File: config.mk
export PLATFORM = sky130hd
export DESIGN_NAME = rtp_header_parser_unit
export DESIGN_NICKNAME = d
export VERILOG_FILES = /design/src/hw/rtl/rhp_pkg.sv /design/src/hw/rtl/rhp_parser.sv /design/src/hw/rtl/rhp_result_fifo.sv /design/src/hw/rtl/rtp_header_parser_unit.sv
export SDC_FILE = /design/constraint.sdc
export NUM_CORES = 1
export LEC_CHECK = 0
export BUFFER_PORTS_ARGS = -buffer_cell sky130_fd_sc_hd__buf_2
export CORE_MARGIN = 4
export CORE_UTILIZATION = 41
export CTS_BUF_LIST = sky130_fd_sc_hd__clkbuf_16
export DETAILED_ROUTE_END_ITERATION = 16
export GPL_TIMING_DRIVEN = 0
export PLACE_DENSITY = 0.61
export SKIP_CTS_REPAIR_TIMING = 1
export SYNTH_ARGS = -nofsm -noshare
export SYNTH_HDL_FRONTEND = slang
export SYNTH_HIERARCHICAL = 1
export SYNTH_SLANG_ARGS = --single-unit
export TNS_END_PERCENT = 5
File: constraint.sdc
create_clock -name clock -period 16.1 [get_ports clock]
set_input_delay 3.22 -clock clock [delete_from_list [all_inputs] [get_ports clock]]
set_output_delay 3.22 -clock clock [all_outputs]
set_load 0.05 [all_outputs]
File: src/hw/rtl/rhp_pkg.sv
// shared types and constants of the rtp header parser
`timescale 1ns / 1ps

package rhp_pkg;

   localparam logic [1:0] RTP_VERSION = 2'd2;
   localparam logic [7:0] RTCP_LO     = 8'd200;
   localparam logic [7:0] RTCP_HI     = 8'd204;
   localparam int         FIXED_HDR   = 12;

   // register indexes of the csr port
   localparam logic CSR_EXPECTED_TYPE = 1'b0;
   localparam logic CSR_G711_MODE     = 1'b1;

   // result queue geometry
   localparam int FIFO_DEPTH = 4;
   localparam int FIFO_PTR_W = 2;
   localparam int FIFO_CNT_W = 3;

   typedef enum logic [2:0] {
      ST_OK          = 3'd0,
      ST_RTCP        = 3'd1,
      ST_BAD_VERSION = 3'd2,
      ST_TOO_SHORT   = 3'd3,
      ST_WRONG_TYPE  = 3'd4,
      ST_TOO_LONG    = 3'd5
   } status_type;

   typedef enum logic {
      KIND_PAYLOAD = 1'b0,
      KIND_SUMMARY = 1'b1
   } kind_type;

   typedef struct packed {
      kind_type    kind;
      logic [7:0]  payload_byte;
      status_type  status;
      logic [15:0] sequence_res;
      logic [31:0] timestamp;
      logic [12:0] payload_length;
      logic        sequence_gap;
      logic        end_of_run;
   } rsp_item_type;

   // up to two results per input beat: payload byte first, summary second
   typedef struct packed {
      logic         first_valid;
      rsp_item_type first;
      logic         second_valid;
      rsp_item_type second;
   } result_pair_type;

endpackage

File: src/hw/rtl/rhp_parser.sv
// header decode, payload gating and packet summary for one input beat
`timescale 1ns / 1ps

module rhp_parser #(
   parameter int MAX_PAYLOAD = 4096
) (
   input  logic                     clock,
   input  logic                     reset,
   input  logic                     csr_write,
   input  logic                     csr_index,
   input  logic [7:0]               csr_wdata,
   input  logic                     beat_accept,
   input  logic [7:0]               data_byte,
   input  logic                     last_byte,
   output rhp_pkg::result_pair_type results
);
   import rhp_pkg::*;

   localparam int CW = $clog2(MAX_PAYLOAD + 2);
   localparam logic [CW-1:0] MAX_C = CW'(MAX_PAYLOAD);

   logic [15:0]   pos_ff, pos_in;
   logic [3:0]    csrc_ff, csrc_in;
   logic          ext_present_ff, ext_present_in;
   logic [15:0]   ext_words_ff, ext_words_in;
   logic [1:0]    flags_ff, flags_in;          // bit0 bad version, bit1 rtcp
   logic [6:0]    type_ff, type_in;
   logic [15:0]   seq_ff, seq_in;
   logic [31:0]   ts_ff, ts_in;
   logic [CW-1:0] count_ff, count_in;
   logic [15:0]   prev_seq_ff, prev_seq_in;
   logic [7:0]    exp_type_ff;
   logic          g711_ff;

   logic          bad_hit, rtcp_hit;
   logic [6:0]    base;
   logic [18:0]   start;
   logic          in_payload, count_below, type_ok, pay_fire, over;
   logic [16:0]   total;
   logic          too_short, gap;
   logic [CW-1:0] len;
   status_type    status;

   always_comb begin
      bad_hit  = (pos_ff == 16'd0) && (data_byte[7:6] != RTP_VERSION);
      rtcp_hit = (pos_ff == 16'd1) && (data_byte inside {[RTCP_LO:RTCP_HI]});
      flags_in = flags_ff | {rtcp_hit, bad_hit};

      csrc_in        = (pos_ff == 16'd0) ? data_byte[3:0] : csrc_ff;
      ext_present_in = (pos_ff == 16'd0) ? data_byte[4] : ext_present_ff;
      type_in        = (pos_ff == 16'd1) ? data_byte[6:0] : type_ff;
      seq_in = (pos_ff == 16'd2 || pos_ff == 16'd3) ? {seq_ff[7:0], data_byte} : seq_ff;
      ts_in  = (pos_ff >= 16'd4 && pos_ff < 16'd8) ? {ts_ff[23:0], data_byte} : ts_ff;

      base = 7'(FIXED_HDR) + {1'b0, csrc_in, 2'b00};
      ext_words_in = ext_words_ff;
      if (ext_present_in) begin
         if (pos_ff == 16'(base) + 16'd2)
            ext_words_in = {data_byte, 8'h00};
         else if (pos_ff == 16'(base) + 16'd3)
            ext_words_in = {ext_words_ff[15:8], data_byte};
      end
      start = 19'(base) + (ext_present_in ? (19'd4 + {1'b0, ext_words_in, 2'b00}) : 19'd0);

      in_payload  = {3'b000, pos_ff} >= start;
      type_ok     = {1'b0, type_in} == exp_type_ff;
      count_below = count_ff < MAX_C;
      pay_fire    = in_payload && count_below && (flags_in == 2'b00) && type_ok;
      if (!in_payload)
         count_in = count_ff;
      else if (count_below)
         count_in = count_ff + 1'b1;
      else
         count_in = MAX_C + 1'b1;

      over      = count_in > MAX_C;
      len       = over ? MAX_C : count_in;
      total     = {1'b0, pos_ff} + 17'd1;
      too_short = (total < 17'(FIXED_HDR)) || ({2'b00, total} < start);

      if (flags_in[0])
         status = ST_BAD_VERSION;
      else if (flags_in[1])
         status = ST_RTCP;
      else if (too_short)
         status = ST_TOO_SHORT;
      else if (!type_ok)
         status = ST_WRONG_TYPE;
      else if (over)
         status = ST_TOO_LONG;
      else
         status = ST_OK;

      gap = g711_ff && (status == ST_OK) && (prev_seq_ff != 16'd0)
            && (seq_in != prev_seq_ff + 16'd1);
      prev_seq_in = (g711_ff && status == ST_OK) ? seq_in : prev_seq_ff;
      pos_in = (pos_ff != 16'hFFFF) ? pos_ff + 16'd1 : pos_ff;

      results.first_valid          = beat_accept && pay_fire;
      results.first.kind           = KIND_PAYLOAD;
      results.first.payload_byte   = data_byte;
      results.first.status         = ST_OK;
      results.first.sequence_res   = 16'd0;
      results.first.timestamp      = 32'd0;
      results.first.payload_length = 13'd0;
      results.first.sequence_gap   = 1'b0;
      results.first.end_of_run     = !last_byte;

      results.second_valid          = beat_accept && last_byte;
      results.second.kind           = KIND_SUMMARY;
      results.second.payload_byte   = 8'd0;
      results.second.status         = status;
      results.second.sequence_res   = seq_in;
      results.second.timestamp      = ts_in;
      results.second.payload_length = 13'(len);
      results.second.sequence_gap   = gap;
      results.second.end_of_run     = 1'b1;
   end

   always_ff @(posedge clock) begin
      if (reset) begin
         pos_ff         <= '0;
         csrc_ff        <= '0;
         ext_present_ff <= 1'b0;
         ext_words_ff   <= '0;
         flags_ff       <= '0;
         type_ff        <= '0;
         seq_ff         <= '0;
         ts_ff          <= '0;
         count_ff       <= '0;
         prev_seq_ff    <= '0;
         exp_type_ff    <= 8'd128;
         g711_ff        <= 1'b0;
      end else begin
         if (csr_write) begin
            case (csr_index)
               CSR_EXPECTED_TYPE: exp_type_ff <= csr_wdata;
               CSR_G711_MODE:     g711_ff     <= csr_wdata[0];
               default:           ;
            endcase
         end
         if (beat_accept) begin
            if (last_byte) begin
               pos_ff         <= '0;
               csrc_ff        <= '0;
               ext_present_ff <= 1'b0;
               ext_words_ff   <= '0;
               flags_ff       <= '0;
               type_ff        <= '0;
               seq_ff         <= '0;
               ts_ff          <= '0;
               count_ff       <= '0;
               prev_seq_ff    <= prev_seq_in;
            end else begin
               pos_ff         <= pos_in;
               csrc_ff        <= csrc_in;
               ext_present_ff <= ext_present_in;
               ext_words_ff   <= ext_words_in;
               flags_ff       <= flags_in;
               type_ff        <= type_in;
               seq_ff         <= seq_in;
               ts_ff          <= ts_in;
               count_ff       <= count_in;
            end
         end
      end
   end

   a_clear_after_last: assert property (@(posedge clock) disable iff (reset)
      beat_accept && last_byte |=> pos_ff == 16'd0 && count_ff == '0 && flags_ff == 2'b00)
      else $error("packet state not cleared after last beat");

   a_count_bound: assert property (@(posedge clock) disable iff (reset)
      count_ff <= MAX_C + 1'b1)
      else $error("payload count beyond saturation value");

   a_no_forward_rejected: assert property (@(posedge clock) disable iff (reset)
      results.first_valid |-> flags_in == 2'b00 && type_ok && count_ff < MAX_C)
      else $error("payload forwarded from a rejected packet");

   a_gap_needs_ok: assert property (@(posedge clock) disable iff (reset)
      results.second_valid && results.second.sequence_gap
      |-> g711_ff && results.second.status == ST_OK)
      else $error("sequence gap flagged outside g711 ok packet");

endmodule

File: src/hw/rtl/rhp_result_fifo.sv
// result queue, up to two writes and one read per cycle
`timescale 1ns / 1ps

module rhp_result_fifo (
   input  logic                     clock,
   input  logic                     reset,
   input  rhp_pkg::result_pair_type push,
   input  logic                     pop,
   output rhp_pkg::rsp_item_type    head,
   output logic                     not_empty,
   output logic                     full
);
   import rhp_pkg::*;

   rsp_item_type          mem [FIFO_DEPTH];
   logic [FIFO_PTR_W-1:0] wr_ptr_ff, wr_ptr_in;
   logic [FIFO_PTR_W-1:0] rd_ptr_ff, rd_ptr_in;
   logic [FIFO_CNT_W-1:0] count_ff, count_in;
   logic [FIFO_PTR_W-1:0] second_addr;
   logic [1:0]            n_push;
   logic                  do_pop;

   always_comb begin
      do_pop      = pop && (count_ff != '0);
      n_push      = {1'b0, push.first_valid} + {1'b0, push.second_valid};
      second_addr = push.first_valid ? wr_ptr_ff + 1'b1 : wr_ptr_ff;
      wr_ptr_in   = wr_ptr_ff + FIFO_PTR_W'(n_push);
      rd_ptr_in   = do_pop ? rd_ptr_ff + 1'b1 : rd_ptr_ff;
      count_in    = count_ff + FIFO_CNT_W'(n_push) - FIFO_CNT_W'(do_pop);
      head        = mem[rd_ptr_ff];
      not_empty   = count_ff != '0;
      // room for two results is needed before a beat is taken
      full        = count_ff > FIFO_CNT_W'(FIFO_DEPTH - 2);
   end

   always_ff @(posedge clock) begin
      if (push.first_valid)
         mem[wr_ptr_ff] <= push.first;
      if (push.second_valid)
         mem[second_addr] <= push.second;
   end

   always_ff @(posedge clock) begin
      if (reset) begin
         wr_ptr_ff <= '0;
         rd_ptr_ff <= '0;
         count_ff  <= '0;
      end else begin
         wr_ptr_ff <= wr_ptr_in;
         rd_ptr_ff <= rd_ptr_in;
         count_ff  <= count_in;
      end
   end

   a_count_bound: assert property (@(posedge clock) disable iff (reset)
      count_ff <= FIFO_CNT_W'(FIFO_DEPTH))
      else $error("result queue count beyond depth");

   a_ptr_match: assert property (@(posedge clock) disable iff (reset)
      FIFO_PTR_W'(wr_ptr_ff - rd_ptr_ff) == count_ff[FIFO_PTR_W-1:0])
      else $error("result queue pointers disagree with count");

   a_no_overflow: assert property (@(posedge clock) disable iff (reset)
      (push.first_valid || push.second_valid) |-> !full)
      else $error("result written while queue lacks room");

endmodule

File: src/hw/rtl/rtp_header_parser_unit.sv
// top level of the rtp header parser and payload forwarder
`timescale 1ns / 1ps

// receives an rtp packet one byte per beat (req_last_byte on its final byte),
// decodes the fixed header, skips csrc words and the header extension and
// forwards payload bytes as rsp beats of kind payload; the final byte also
// yields a summary beat with status, sequence, timestamp, length and the g711
// sequence gap flag. one input beat is taken every cycle while req_stall is
// low: the whole decode of a byte sits between the packet state registers and
// a four-entry result queue. a final byte that is also a forwarded payload
// byte puts two beats in the queue, which drain at one per cycle while
// rsp_stall is low; req_stall is high while fewer than two queue slots are
// free. the next byte after a final byte is a header byte that adds at most
// one beat, so the queue never holds more than two beats and the input never
// stalls while the output side never stalls. configuration goes through the
// csr write port (index 0 expected payload type, index 1 g711 mode); the user
// must write it only while the block is idle; the block does not enforce it.
module rtp_header_parser_unit #(
   parameter int MAX_PAYLOAD = 4096
) (
   input  logic        clock,
   input  logic        reset,
   // configuration
   input  logic        csr_write,
   input  logic        csr_index,
   input  logic [7:0]  csr_wdata,
   // packet bytes
   input  logic        req_valid,
   output logic        req_stall,
   input  logic [7:0]  req_data_byte,
   input  logic        req_last_byte,
   // results
   output logic        rsp_valid,
   input  logic        rsp_stall,
   output logic        rsp_kind,
   output logic [7:0]  rsp_payload_byte,
   output logic [2:0]  rsp_status,
   output logic [15:0] rsp_sequence_res,
   output logic [31:0] rsp_timestamp,
   output logic [12:0] rsp_payload_length,
   output logic        rsp_sequence_gap,
   output logic        rsp_end_of_run
);
   import rhp_pkg::*;

   result_pair_type results;
   rsp_item_type    head;
   logic            beat_accept;
   logic            queue_full;
   logic            queue_not_empty;

   assign req_stall   = queue_full;
   assign beat_accept = req_valid && !queue_full;

   rhp_parser #(
      .MAX_PAYLOAD(MAX_PAYLOAD)
   ) u_parser (
      .clock       (clock),
      .reset       (reset),
      .csr_write   (csr_write),
      .csr_index   (csr_index),
      .csr_wdata   (csr_wdata),
      .beat_accept (beat_accept),
      .data_byte   (req_data_byte),
      .last_byte   (req_last_byte),
      .results     (results)
   );

   rhp_result_fifo u_result_fifo (
      .clock     (clock),
      .reset     (reset),
      .push      (results),
      .pop       (rsp_valid && !rsp_stall),
      .head      (head),
      .not_empty (queue_not_empty),
      .full      (queue_full)
   );

   // output beat comes straight from the queue head register
   assign rsp_valid          = queue_not_empty;
   assign rsp_kind           = head.kind;
   assign rsp_payload_byte   = head.payload_byte;
   assign rsp_status         = head.status;
   assign rsp_sequence_res   = head.sequence_res;
   assign rsp_timestamp      = head.timestamp;
   assign rsp_payload_length = head.payload_length;
   assign rsp_sequence_gap   = head.sequence_gap;
   assign rsp_end_of_run     = head.end_of_run;

   a_summary_ends_run: assert property (@(posedge clock) disable iff (reset)
      rsp_valid && rsp_kind == KIND_SUMMARY |-> rsp_end_of_run)
      else $error("summary beat without end of run");

   a_payload_fields_clear: assert property (@(posedge clock) disable iff (reset)
      rsp_valid && rsp_kind == KIND_PAYLOAD |-> rsp_status == ST_OK
      && rsp_payload_length == 13'd0 && !rsp_sequence_gap)
      else $error("payload beat carries summary fields");

   a_accept_makes_room: assert property (@(posedge clock) disable iff (reset)
      req_valid && !req_stall && req_last_byte |=> rsp_valid)
      else $error("last byte accepted but no result queued");

endmodule
# Word level (Yosys, flattened, before mapping)
# Memories as Yosys holds them, arrays and structs flattened. A register that Yosys moved wholly into a read port is not among the register bits.
# Index checks and enable logic that the tools add are counted.
[word_totals]
regBits = 139
mem_bits_rw = 300
in_bits = 23
memories = 1
[classes]
n_addsub = 15
order_cmp = 10
eq_ne = 9
muxes = 34
n_bitwise = 2
reduce_logical = 30
[memory_table]
columns = ["memory", "depth", "word_bits", "read_ports", "rd_ports_with_merged_regs", "write_ports", "line_no", "rtl"]
rows = [
  ["u_result_fifo.mem", 4, 75, 1, 1, 2, "rhp_result_fifo.sv:15", "rsp_item_type mem [FIFO_DEPTH];"],
]
[ops]
columns = ["operator", "n"]
rows = [
  ["two-way mux 16 bit", 7],
  ["two-way mux 32 bit", 2],
  ["two-way mux 13 bit", 4],
  ["adder 16 x 1 -> 16 bit (second input constant)", 2],
  ["equality test 16 bit", 2],
  ["equality test 16 x 2 -> 1 bit (second input constant)", 2],
  ["adder 3 x 18 -> 19 bit (first input constant)", 1],
  ["adder 7 x 19 -> 19 bit", 1],
  [">= comparator 16 x 19 -> 1 bit", 1],
  ["< comparator 17 x 19 -> 1 bit", 1],
  ["two-way mux 19 bit", 1],
  ["adder 16 x 1 -> 17 bit (second input constant)", 1],
  ["< comparator 17 x 4 -> 1 bit (second input constant)", 1],
  ["adder 7 x 2 -> 8 bit (second input constant)", 2],
  ["equality test 16 x 1 -> 1 bit (second input constant)", 1],
  [">= comparator 16 x 3 -> 1 bit (second input constant)", 1],
  ["zero test 16 bit", 1],
  ["< comparator 16 x 4 -> 1 bit (second input constant)", 1],
  ["inequality test 16 bit", 1],
  ["inequality test 16 bit (second input constant)", 1],
  ["nonzero test 16 bit", 1],
  ["logical AND 1 bit", 15],
  ["two-way mux 3 bit", 5],
  ["two-way mux 7 bit", 2],
  ["28 further kinds", 43],
]

# Depth between registers and ports, before layout
[depth]
word_depth = 23
ltp_mapped = 44
mapped_depth_nobuf = 41

# Hierarchy
# The synthesis kept the hierarchy.
[modules_own_cells]
columns = ["mod", "instances", "cells_per_inst", "area_each_um2"]
rows = [
  ["rhp_result_fifo", 1, 785, 15167.0],
  ["rhp_parser", 1, 1304, 10623.9],
  ["rtp_header_parser_unit", 1, 2, 27.5],
]

# Worst setup path before layout
# No wires, ideal clock.
[synth_timing]
path_type = "input to register"
from = "in req_data_byte[1]"
to = "mem u_result_fifo/mem[1][0] (netlist bit) (enable)"
setup_time_ps = 763
arrival_time_ps = 10840
required_time_ps = 15337
path_slack_ps = 4497
stages = 35
path_cell_list = "bufbuf_16 -> o21a_1 -> nor4_1 -> mux2i_1 -> o211a_1 -> nor4_2 -> nand2_1 -> o21ai_0 -> ha_1 -> nand2_1 -> a41oi_1 -> a31o_2 -> and3_1 -> nor3_1 -> ha_1 -> a21oi_1 -> a21oi_1 -> nand4_1 -> or3_1 -> nand3b_1 -> xor2_1 -> ha_1 -> nand2_1 -> a41o_1 -> a31oi_1 -> nand3_1 -> and3_1 -> clkbuf_2 -> nor4_1 -> buf_4 -> nor3b_2 -> o21ai_1 -> buf_6 -> buf_6 -> nand2_1"
[synth_lines]
columns = ["element", "line_no", "rtl"]
rows = [
  ["from (decl)", "rtp_header_parser_unit.sv:30", "input logic [7:0] req_data_byte,"],
  ["to (decl)", "rhp_result_fifo.sv:15", ""],
]

==> flow_summary.ini <==
[outcome]
status = finished clean

[sta]
slew_headroom_pct = 29.7
skew_ns = 0.0381
final_hold_viol_count = 0
max_freq_mhz = 81.4
fin_hold_ws_ns = 0.461
setup_tns_ns = 0
tightest_slew_ns = 1.04
fin_crit_ns = 12.28
rsz0062_at_grt = false
setup_viol = 0
fin_crit_sh_pct = 76.3
slew_violations = 0

[synthesis]
synth_edf_count = 300
yosysSeqAreaShare_pct = 45.8
synth.distinct_cells = 102
syn_inst = 2091
synth_area_leaders = edfxtp_1, mux2_2, dfxtp_1, mux4_2, mux2_4
ys_ff_latch = 441
yosysTopAreaCell = edfxtp_1
synth_common_cells = edfxtp_1, mux2_2, nor2_1, dfxtp_1, a22oi_1
synth_compound_area_share_pct = 7.56
synth_top_family_by_area = multiplexers
synth-xor-area-share_pct = 2.68
synth_top_area_share_pct = 34.9
yosysMostFrequentCell = edfxtp_1
syn-cell-area_um2 = 25800
syn_area_per_cell_um2 = 12.3
synthArstFlopShare_pct = 0
ys.flop_type = edfxtp_1
muxShareOfSynthArea_pct = 24.4
synthAdderAreaFrac_pct = 2.42
post_synth_and_or_nand_nor_area_fraction_pct = 10.4
synth_warnings = 6

[cts]
cts_tree = built
cts_buffers = 50
root_buffer = clkbuf_16
h-tree-depth = 2
clk_path_buf_depth = 3
clk_latency_ns = 0.62
cts_sinks = 441
clk_pin_slew_ns = 0.06

[place]
gp_congestion = 0.929
dpl.hpwl_um = 48000
port_buffers = 93

[grt]
grt_max_degree = 40
grt.total_usage_pct = 20.2
grt_overflow = 0
grt_pass1_vias = 17800
grt_pass1_wl_um = 105000
antenna_found_initial = 2

[worst_setup_path]
start_kind = primary input
cp-end-kind = flop
cp-startpoint = req_data_byte[2]
r2r_end = u_result_fifo/mem[1][35]
cp-endpoint = u_result_fifo/mem[1][35]
cpPeakStageDelay_ns = 0.72
slowest_stage = nor4_1
required_ns = 16.43
path_max_fanout = 38
reg2reg_depth = 35
r2r-start = u_parser/pos_ff[4]
r2r_slack_ns = 5.45
cp.arrival_ns = 12.60
path_class = primary input to flop

[layout]
area_growth_pct = 13.6
nets = 2385
drive_above_1_share_pct = 32.6

[route]
first_iter_violations = 1389
wl_per_cell_um = 21.7
viasPerCell = 5.50
ant_nets = 0
route.vias.total = 17600
drc = 0
first_pass_iters = 6
wl_um = 69400

[die]
die_w_um = 259
rows = 91
start_util_pct = 41.6
die_area_um2 = 67000
die_h_um = 259
ios = 100
core_um2 = 62100

[job]
cap_violations = 0

[worst_hold_path]
hp-class = flop to flop

[pwr]
ir_drop_mv = 0.0900
power.density_nw_per_um2 = 107
leakagePower_nw = 10.9
==> sequential cells by signal, summed over array words and instances, names as in the netlist, 4 cells and up, named ones only <==
name and count:
u_parser/seq_ff 16, u_parser/prev_seq_ff 16, u_parser/exp_type_ff 8, u_result_fifo/mem 300, u_parser/count_ff 13, u_parser/type_ff 7
u_parser/csrc_ff 4, u_parser/ts_ff 32, u_parser/ext_words_ff 16, u_parser/pos_ff 16
==> worst min-delay path by stage <==
stage | to | depth (start not counted) | slack (ns) | startpoint
2_1_floorplan | u_parser/type_ff[2] | 2 | 0.44 | u_parser/type_ff[2]
4_1_cts | u_parser/g711_ff | 2 | 0.46 | u_parser/g711_ff
3_3_place_gp | u_parser/type_ff[2] | 2 | 0.44 | u_parser/type_ff[2]
6_report | u_parser/g711_ff | 2 | 0.46 | u_parser/g711_ff
5_1_grt | u_parser/type_ff[2] | 2 | 0.49 | u_parser/type_ff[2]
3_5_place_dp | u_parser/g711_ff | 2 | 0.45 | u_parser/g711_ff
==> cell type report <==
type	instances	area [um^2]
repair buffers	97	576
multi-input cells	1455	12600
inverters	55	206
plain buffers	214	1520
clock buffers	51	1280
well taps	837	1050
flip-flops and latches	441	11800
diodes	2	5.00
clock inverters	43	300
fillers	5627	32700
==> layout by cell type, fill, tap and decap left out, drive strengths merged, types with 51 or more instances in the layout <==
cell	count
inv	70
buf	237
edfxtp	300
mux4	75
nand3	51
conb	76
nor2	180
clkbuf	122
a22oi	91
dfxtp	141
mux2	358
nand2	84
==> through the flow <==
| stage | total power [W] | utilization, % | area (um^2) | instances | worst slack [ns] |
|---|---|---|---|---|---|
| 2_1_floorplan | 0.00187 | - | 26100 | 2165 | 4.50 |
| 3_3_place_gp | 0.00205 | 44.5 | 27600 | 3095 | 0.806 |
| 3_5_place_dp | 0.00206 | 44.7 | 27800 | 3099 | 3.32 |
| 4_1_cts | 0.00316 | 47.3 | 29300 | 3193 | 3.94 |
| 5_1_grt | 0.00326 | 47.3 | 29300 | 3193 | 3.19 |
| 6_report | 0.00313 | 47.3 | 29300 | 3195 | 3.82 |
==> worst max-delay path: cells and delay by family <==
| family | cells | cell delay (ns) |
|---|---|---|
| compound gates | 8 | 1.88 |
| mux | 2 | 0.29 |
| fa+ha+maj | 3 | 0.97 |
| buf+inv | 6 | 1.77 |
| simple gates | 15 | 4.21 |
| xor+xnor | 1 | 0.19 |
==> kinds of logic (layout without fill, tap and decap cells) <==
logic type	after synthesis	after routing
xor gates and xnor gates	77	77
buffers and inverters	269	460
adders and majority gates	49	49
AOI/OAI and AO/OA	274	274
muxes	473	473
other	2	78
and+or+nand+nor	506	506
DFF	441	441
==> report_power, final <==
| group | switching, W | internal (W) |
|---|---|---|
| logic | 0.000492 | 0.000266 |
| registers | 0.0000161 | 0.00126 |
| clock network | 0.000471 | 0.000623 |
| total | 0.000980 | 0.00215 |
==> metal layers <==
| layer | global-route usage, % | wire length (um) |
|---|---|---|
| met1 | 26.1 | 29700 |
| met2 | 35.9 | 35000 |
| met3 | 2.84 | 3310 |
| met4 | 4.96 | 1350 |
| met5 | 0 | 0 |
(Power assumes the default switching activity.)
